$ cat src/design/opox_pkg.sv
// Package for the one-point order crossover block: sizes of the tour stores,
// gene and stream word widths.
// No dependencies.
package opox_pkg;

	localparam int MAX_CITIES = 64;
	localparam int GENE_W     = 6;
	localparam int CITY_SET   = 1 << GENE_W;
	localparam int ADDR_W     = (MAX_CITIES > 1) ? $clog2(MAX_CITIES) : 1;
	localparam int CNT_W      = $clog2(MAX_CITIES + 1);
	localparam int CMP_W      = (CNT_W > GENE_W) ? CNT_W : GENE_W;
	localparam int S_DATA_W   = ((3 * GENE_W + 7) / 8) * 8;
	localparam int M_DATA_W   = ((GENE_W + 7) / 8) * 8;

	typedef logic [GENE_W-1:0] gene_t;
	typedef logic [ADDR_W-1:0] addr_t;
	typedef logic [CNT_W-1:0]  count_t;

endpackage

$ cat src/design/one_point_order_crossover.sv
// One-point order crossover of two parent tours (OX1 style).
// Slave stream: one word per tour position, father and mother gene, cut point on tlast.
// Master stream: one word per child position; tuser flags a bad cut point.
// Depends on opox_pkg.
//
// Usage:
//   Parents stream in on s_*, one word per position, one word per cycle while idle. The
//   word with s_tlast closes both tours and carries the cut point; positions past MAX_CITIES
//   are dropped. The child then streams out on m_*, one word per position, m_tlast on the
//   last one, m_tuser set on every word when the cut is not below the tour length.
//   Emission runs through the father/mother stores, one synchronous read per cycle while
//   no stall holds it: cut reads for the kept prefix (the whole father tour on a bad cut),
//   then one read per mother gene scanned (a skipped gene is read as well), then father
//   reads for any positions left, L to 2*L reads for a child of length L. The last word
//   passes the read register and then the output register; a father tail pass first
//   waits in ST_DRAIN for the read in flight. s_tready is low from the last word until
//   the block is back in ST_IDLE, after the final read of the child has been consumed;
//   the final word may still sit in the output register. Stalls: a low m_tready holds
//   a valid output word and stops the store reads once a gene to emit waits in the read register.
//   Reset: state, counters and prefix bitmap clear; the stores are not cleared.
module one_point_order_crossover
	import opox_pkg::*;
(
	input  logic                clk,
	input  logic                arst_n,
	input  logic                s_tvalid,
	output logic                s_tready,
	input  logic [S_DATA_W-1:0] s_tdata,  // father_gene, mother_gene, cut_point, zero pad
	input  logic                s_tlast,
	output logic                m_tvalid,
	input  logic                m_tready,
	output logic [M_DATA_W-1:0] m_tdata,  // child_gene, zero pad
	output logic                m_tuser,  // bad_cut
	output logic                m_tlast
);

	typedef enum logic [2:0] {ST_IDLE, ST_PREF, ST_SCAN, ST_DRAIN, ST_TAIL} state_t;
	typedef enum logic {RD_FATHER, RD_MOTHER} rd_kind_t;

	gene_t father_mem [MAX_CITIES];
	gene_t mother_mem [MAX_CITIES];

	state_t              state_q;
	count_t              cnt_q, len_q, pref_len_q, emit_cnt_q, scan_left_q;
	addr_t               idx_q, cut_q;
	logic                bad_q;
	logic [CITY_SET-1:0] seen_q;
	logic                rd_valid_s1;
	rd_kind_t            rd_kind_s1;
	gene_t               fd_s1, md_s1;

	gene_t    s_fg, s_mg, s_cut, s1_gene;
	logic     in_acc, wr_en, bad_new, out_free, emit_full;
	logic     s1_emit, s1_consume, out_load, can_issue, rd_en;
	addr_t    rd_addr;
	rd_kind_t rd_kind;
	count_t   len_new;

	assign s_fg  = s_tdata[GENE_W-1:0];
	assign s_mg  = s_tdata[2*GENE_W-1:GENE_W];
	assign s_cut = s_tdata[3*GENE_W-1:2*GENE_W];

	assign s_tready = (state_q == ST_IDLE);
	assign in_acc   = s_tvalid && s_tready;
	assign wr_en    = in_acc && (cnt_q < CNT_W'(MAX_CITIES));
	assign len_new  = wr_en ? cnt_q + CNT_W'(1) : cnt_q;
	assign bad_new  = CMP_W'(s_cut) >= CMP_W'(len_new);

	assign out_free  = !m_tvalid || m_tready;
	assign emit_full = (emit_cnt_q == len_q);

	always_comb begin
		if (rd_kind_s1 == RD_FATHER) begin
			s1_gene = fd_s1;
			s1_emit = 1'b1;
		end else begin
			s1_gene = md_s1;
			s1_emit = !emit_full && !seen_q[md_s1];
		end
	end

	assign s1_consume = rd_valid_s1 && (!s1_emit || out_free);
	assign out_load   = rd_valid_s1 && s1_emit && out_free;
	assign can_issue  = !rd_valid_s1 || s1_consume;

	always_comb begin
		rd_en   = 1'b0;
		rd_addr = idx_q;
		rd_kind = RD_FATHER;
		case (state_q)
			ST_PREF: rd_en = can_issue;
			ST_SCAN: begin
				rd_en   = can_issue && !emit_full;
				rd_kind = RD_MOTHER;
			end
			ST_TAIL: rd_en = can_issue;
			default: rd_en = 1'b0;
		endcase
	end

	// tour stores, one write port and one registered read port each
	always_ff @(posedge clk) begin
		if (wr_en) begin
			father_mem[cnt_q[ADDR_W-1:0]] <= s_fg;
			mother_mem[cnt_q[ADDR_W-1:0]] <= s_mg;
		end
		if (rd_en) begin
			fd_s1 <= father_mem[rd_addr];
			md_s1 <= mother_mem[rd_addr];
		end
	end

	always_ff @(posedge clk or negedge arst_n) begin
		if (!arst_n) begin
			state_q     <= ST_IDLE;
			cnt_q       <= '0;
			len_q       <= '0;
			pref_len_q  <= '0;
			emit_cnt_q  <= '0;
			scan_left_q <= '0;
			idx_q       <= '0;
			cut_q       <= '0;
			bad_q       <= 1'b0;
			seen_q      <= '0;
			rd_valid_s1 <= 1'b0;
			rd_kind_s1  <= RD_FATHER;
			m_tvalid    <= 1'b0;
			m_tdata     <= '0;
			m_tuser     <= 1'b0;
			m_tlast     <= 1'b0;
		end else begin
			if (rd_en) begin
				rd_valid_s1 <= 1'b1;
				rd_kind_s1  <= rd_kind;
			end else if (s1_consume) begin
				rd_valid_s1 <= 1'b0;
			end

			if (s1_consume && rd_kind_s1 == RD_FATHER)
				seen_q[fd_s1] <= 1'b1;

			if (out_load) begin
				emit_cnt_q <= emit_cnt_q + CNT_W'(1);
				m_tdata    <= {{(M_DATA_W-GENE_W){1'b0}}, s1_gene};
				m_tuser    <= bad_q;
				m_tlast    <= (emit_cnt_q + CNT_W'(1) == len_q);
				m_tvalid   <= 1'b1;
			end else if (m_tready) begin
				m_tvalid   <= 1'b0;
			end

			case (state_q)
				ST_IDLE: begin
					if (wr_en)
						cnt_q <= cnt_q + CNT_W'(1);
					if (in_acc && s_tlast) begin
						len_q      <= len_new;
						bad_q      <= bad_new;
						emit_cnt_q <= '0;
						cut_q      <= ADDR_W'(s_cut);
						pref_len_q <= bad_new ? len_new : CNT_W'(s_cut);
						if (bad_new || s_cut != '0) begin
							idx_q   <= '0;
							state_q <= ST_PREF;
						end else begin
							idx_q       <= '0;
							scan_left_q <= len_new;
							state_q     <= ST_SCAN;
						end
					end
				end
				ST_PREF: begin
					if (rd_en) begin
						if (CNT_W'(idx_q) + CNT_W'(1) == pref_len_q) begin
							if (bad_q) begin
								state_q <= ST_DRAIN;
							end else begin
								idx_q       <= cut_q;
								scan_left_q <= len_q;
								state_q     <= ST_SCAN;
							end
						end else begin
							idx_q <= idx_q + ADDR_W'(1);
						end
					end
				end
				ST_SCAN: begin
					if (emit_full) begin
						state_q <= ST_DRAIN;
					end else if (rd_en) begin
						scan_left_q <= scan_left_q - CNT_W'(1);
						if (CNT_W'(idx_q) == len_q - CNT_W'(1))
							idx_q <= '0;
						else
							idx_q <= idx_q + ADDR_W'(1);
						if (scan_left_q == CNT_W'(1))
							state_q <= ST_DRAIN;
					end
				end
				ST_DRAIN: begin
					if (!rd_valid_s1) begin
						if (emit_full) begin
							cnt_q   <= '0;
							seen_q  <= '0;
							state_q <= ST_IDLE;
						end else begin
							idx_q   <= emit_cnt_q[ADDR_W-1:0];
							state_q <= ST_TAIL;
						end
					end
				end
				ST_TAIL: begin
					if (rd_en) begin
						if (CNT_W'(idx_q) + CNT_W'(1) == len_q)
							state_q <= ST_DRAIN;
						else
							idx_q <= idx_q + ADDR_W'(1);
					end
				end
				default: state_q <= ST_IDLE;
			endcase
		end
	end

	a_idle_clean: assert property (@(posedge clk) disable iff (!arst_n)
		state_q == ST_IDLE |-> !rd_valid_s1 && seen_q == '0)
		else $error("idle with read in flight or prefix bitmap set");

	a_emit_bound: assert property (@(posedge clk) disable iff (!arst_n)
		out_load |-> emit_cnt_q < len_q)
		else $error("child gene emitted past tour length");

	a_father_bound: assert property (@(posedge clk) disable iff (!arst_n)
		rd_valid_s1 && rd_kind_s1 == RD_FATHER |-> !emit_full)
		else $error("father read with child already complete");

	a_count_cap: assert property (@(posedge clk) disable iff (!arst_n)
		in_acc |-> cnt_q <= CNT_W'(MAX_CITIES))
		else $error("stored position count above store depth");

	a_last_done: assert property (@(posedge clk) disable iff (!arst_n)
		out_load && (emit_cnt_q + CNT_W'(1) == len_q) |=> emit_full)
		else $error("final child word without full count");

endmodule

$ cat config.mk
export PLATFORM = sky130hd
export DESIGN_NAME = one_point_order_crossover
export DESIGN_NICKNAME = d
export VERILOG_FILES = /design/src/design/opox_pkg.sv /design/src/design/one_point_order_crossover.sv
export SDC_FILE = /design/constraint.sdc
export NUM_CORES = 1
export LEC_CHECK = 0
export BUFFER_PORTS_ARGS = -buffer_cell sky130_fd_sc_hd__buf_2
export CAP_MARGIN = 20
export CORE_AREA = 3 3 329 331
export CTS_CLUSTER_DIAMETER = 150
export DETAILED_ROUTE_END_ITERATION = 6
export DIE_AREA = 0 0 332 334
export SYNTH_ARGS = -nofsm -noshare
export SYNTH_HDL_FRONTEND = slang
export SYNTH_SLANG_ARGS = --single-unit
export TNS_END_PERCENT = 1
$ cat constraint.sdc
create_clock -name clk -period 8.35 [get_ports clk]
set_input_delay 1.2525 -clock clk [delete_from_list [all_inputs] [get_ports clk]]
set_output_delay 1.2525 -clock clk [all_outputs]
set_load 0.01 [all_outputs]
==> summary.txt <==
Worst setup path
  • Cell family contributing the most delay on the critical path: simple AND/OR/NAND/NOR gates
  • Flop-to-flop setup slack: 3.25 ns
  • CP peak stage delay: 0.84 ns
  • Critical path endpoint: scan_left_q[6]
  • Critical path fanouts, max: 24
  • Crit. Startpoint: state_q[2]
  • Slowest cell on crit path: dfrtp_1
  • Crit. End Element: flop
  • Worst path depth: 12
  • CP dominant cell by count: and3_1
  • CP bufs+invs: 2
  • Crit Reg-Reg Startpoint: state_q[2]
  • WS Path Type: flop to flop
  • Startpoint Class: flop
  • Worst EP arrival: 5.61 ns
  • Worst r2r path cells: 12
  • Req. time, crit path: 8.86 ns
  • Crit path cell chain: or3_1 > clkinv_1 > and3_1 > and2_1 > xor2_1 > inv_1 > ha_1 > and3_1 > a2111o_1 > o211ai_1 > nand4_2 > mux2_2
  • Worst r2r dst: scan_left_q[6]

Timing
  • Min Clock Period, post-route: 5.10 ns
  • Slew Viols, Final: 0
  • Slew @ Worst Pin: 1.01 ns
  • Max_slew headroom: 0.324
  • Setup violations, final: 0
  • Fmax: 196 MHz
  • Tcrit/Tclk final: 0.611
  • Fin Setup TNS: 0 ns
  • Fin. Hold Viols: 0
  • Clock Skew: 0.0403 ns
  • Hold WS: roughly 0.48 ns
  • RSZ-0062 raised after global routing: no

Synthesis
  • Yosys reg bits: 906
  • Cell Area, Synth: 37000 µm²
  • Synthesized area per cell: 18.8 µm²
  • Post-synth top area cell: edfxtp_1
  • Yosys warnings: 0
  • Ys async rst share: 0.139
  • Sequential area share after synthesis: 0.719
  • EDFF count, synth: slightly below 800
  • Post-synth top cells: 780 x edfxtp_1, 264 x mux4_2, 161 x nor2_1
  • Top post-synthesis cells by area: edfxtp_1 63%, mux4_2 16%, dfrtp_1 8.5%
  • Ys flop type: edfxtp_1
  • Most common cell in the netlist: edfxtp_1
  • Cell variety after synth: 73
  • Cell count after synthesis: 1965
  • Share of the synthesized area in the top cell type: 0.634

CTS
  • CTS tree: built
  • CTS buffer count: 89
  • Clk slew on worst S/H paths: roughly 0.060 ns
  • Skew-Pair Late Insertion Delay: 0.66 ns
  • Clock Sink Count: 906
  • H-tree depth: 3
  • Clk root buf: clkbuf_16
  • Setup bufs post-CTS: 0
  • Clk buf depth: 3
  • Cts hold-fix bufs: 0
  • CTS resizes: 0

GRT
  • Global routing's busiest layer: met2
  • Initial antenna violation count: 0
  • Grt ovf: 0
  • Vias in the first global route: roughly 19000
  • Met1 Use GR: 0.219
  • Met2 Resource Use GR: 0.231
  • Maximum number of pins on one net before global-route repair: ~150
  • Total track usage: 0.150
  • First-pass GRT wire length: 127000 µm
  • GR met3 Demand/Resource: 0.0268

Placement
  • Port-buffer cells: 32
  • Gp weighted congestion: approximately 0.85
  • Dpl hpwl: around 52000 µm

Power and ir drop
  • Sw Ratio: 0.302
  • P_leak: 0.0140 µW
  • Sw Pwr: between 4000 and 5000 µW
  • Flop pwr share: 0.430
  • Comb pwr share: 0.257
  • Clock share of power: 0.313
  • Pwr Density: approximately 310 nW/µm²
  • Internal power: slightly above 9000 µW
  • Worst VDD drop: between 200 and 250 µV

Cells and area
  • Post-layout net count: 2105
  • Multi-input gate area: 9820 µm²
  • Register area: 26600 µm²
  • Layout cells sized above 1: 0.257
  • Ant diodes: 0
  • # fillers: 9412
  • Synthesis-to-layout area growth: 14.7%

Outcome
  • Outcome: completed

Floorplanning
  • Cell row count: around 120
  • Die Y: approximately 330 µm
  • Total core area: between 100000 and 150000 µm²
  • Number of placed I/O pins: slightly above 40
  • Die Wd: 332 µm
  • Initial Util: 0.351
  • Die Area: between 100000 and 150000 µm²

Drt
  • Total Wirelength: 83400 µm
  • Routed via count: 18978
  • Detailed Routing Iterations Pass 1: 5
  • DR WL/cell: 23.6 µm
  • # DRC: 0
  • Number of routed nets with antenna violations: 0
  • 1st-iter DRT viols: 1804
  • Via density: roughly 5.4

Flow run
  • Max Cap Viol: 0

Hold path
  • Worst Hold Class: flop to flop
[sequential cells by signal, indices dropped and copies added, names as in the netlist]
| name | cells |
|---|---|
| m_tvalid | 1 |
| rd_valid_s1 | 1 |
| md_s1 | 6 |
| fd_s1 | 6 |
| idx_q | 6 |
| father_mem | 384 |
| cut_q | 6 |
| len_q | 7 |
| m_tlast | 1 |
| cnt_q | 7 |
| pref_len_q | 7 |
| mother_mem | 384 |
| seen_q | 64 |
| bad_q | 1 |
| state_q | 3 |
| scan_left_q | 7 |
| m_tdata | 6 |
| rd_kind_s1 | 1 |
| emit_cnt_q | 7 |
| m_tuser | 1 |
[logic make-up (layout without fill, tap and decap cells)]
| family | after synthesis | after routing | synth area share |
|---|---|---|---|
| AO/OA/AOI/OAI | 206 | 206 | 0.0337 |
| flip-flops | 906 | 906 | 0.719 |
| AND/OR/NAND/NOR | 360 | 360 | 0.0455 |
| buffers and inverters | 143 | 316 | 0.0155 |
| adder cells (fa/ha/maj) | 12 | 12 | 0.00406 |
| multiplexers | 296 | 296 | 0.172 |
| other | 1 | 2 | 0.000101 |
| XOR/XNOR | 41 | 41 | 0.0101 |
[worst min-delay path by stage]
stage	to	from	slack, ns	cells after the start
after floorplan	cut_q[3]	cut_q[3]	0.45	2
after CTS	m_tdata[2]	m_tdata[2]	0.48	2
after detailed placement	m_tdata[2]	m_tdata[2]	0.47	2
after global routing	seen_q[10]	seen_q[10]	0.51	2
after global placement	m_tdata[5]	m_tdata[5]	0.46	2
final	m_tdata[2]	m_tdata[2]	0.48	2
[metrics by stage]
step | total power [µW] | std cells | util | worst slack [ns] | cell area, µm²
after floorplan | 8120 | 1966 | - | 4.53 | 37000
after global placement | 9150 | 3300 | 0.366 | 3.48 | 38600
after detailed placement | 9250 | 3340 | 0.370 | 3.34 | 39000
after CTS | 13400 | 3506 | 0.399 | 3.31 | 42100
after global routing | 13900 | 3530 | 0.402 | 3.00 | 42400
final | 13300 | 3530 | 0.402 | 3.25 | 42400
[power by group through the flow]
stage               registers [µW]  logic [µW]  clock network [µW]
floorplan                     5450        2660                   0
global placement              5800        3350                   0
detailed placement            5830        3420                   0
CTS                           5730        3440                4260
global route                  5780        3690                4450
finish                        5730        3420                4170
[tightest hold or removal path: cells and delay by family (launching register included)]
family          cells  cell delay, ns
compound gates      1            0.06
flops               1            0.33
simple gates        1            0.05
[placed cells by master (no fill, tap or decap), types with 13 or more instances in the layout]
master / n
inv_1: 25
xor2_1: 16
mux2i_1: 24
nand2b_1: 14
clkinv_2: 18
o21ai_0: 42
clkbuf_16: 91
nand3_1: 14
clkbuf_1: 13
mux4_2: 264
buf_4: 62
clkinv_1: 20
a21oi_1: 93
nor2_1: 161
xnor2_1: 24
o22ai_1: 14
dfrtp_1: 123
nor3_1: 13
edfxtp_1: 780
nand2_1: 81
buf_12: 14
buf_2: 31
buf_6: 14
[routing by layer]
layer / vias to the layer above / routed length, µm
li1: 8120 / -
met1: 10090 / 37300
met2: 650 / 39000
met3: 118 / 5140
met4: 0 / 1880
met5: - / 0
[area by class of cell]
class / count / share of cell area
clock inverter: 55 / 0.0152
inverter: 28 / 0.00251
multi-input combinational: 917 / 0.232
sequential: 906 / 0.627
clock buffer: 111 / 0.0571
tap: 1391 / 0.0410
timing repair buffer: 122 / 0.0256
Power figures use the tool's default switching activity.
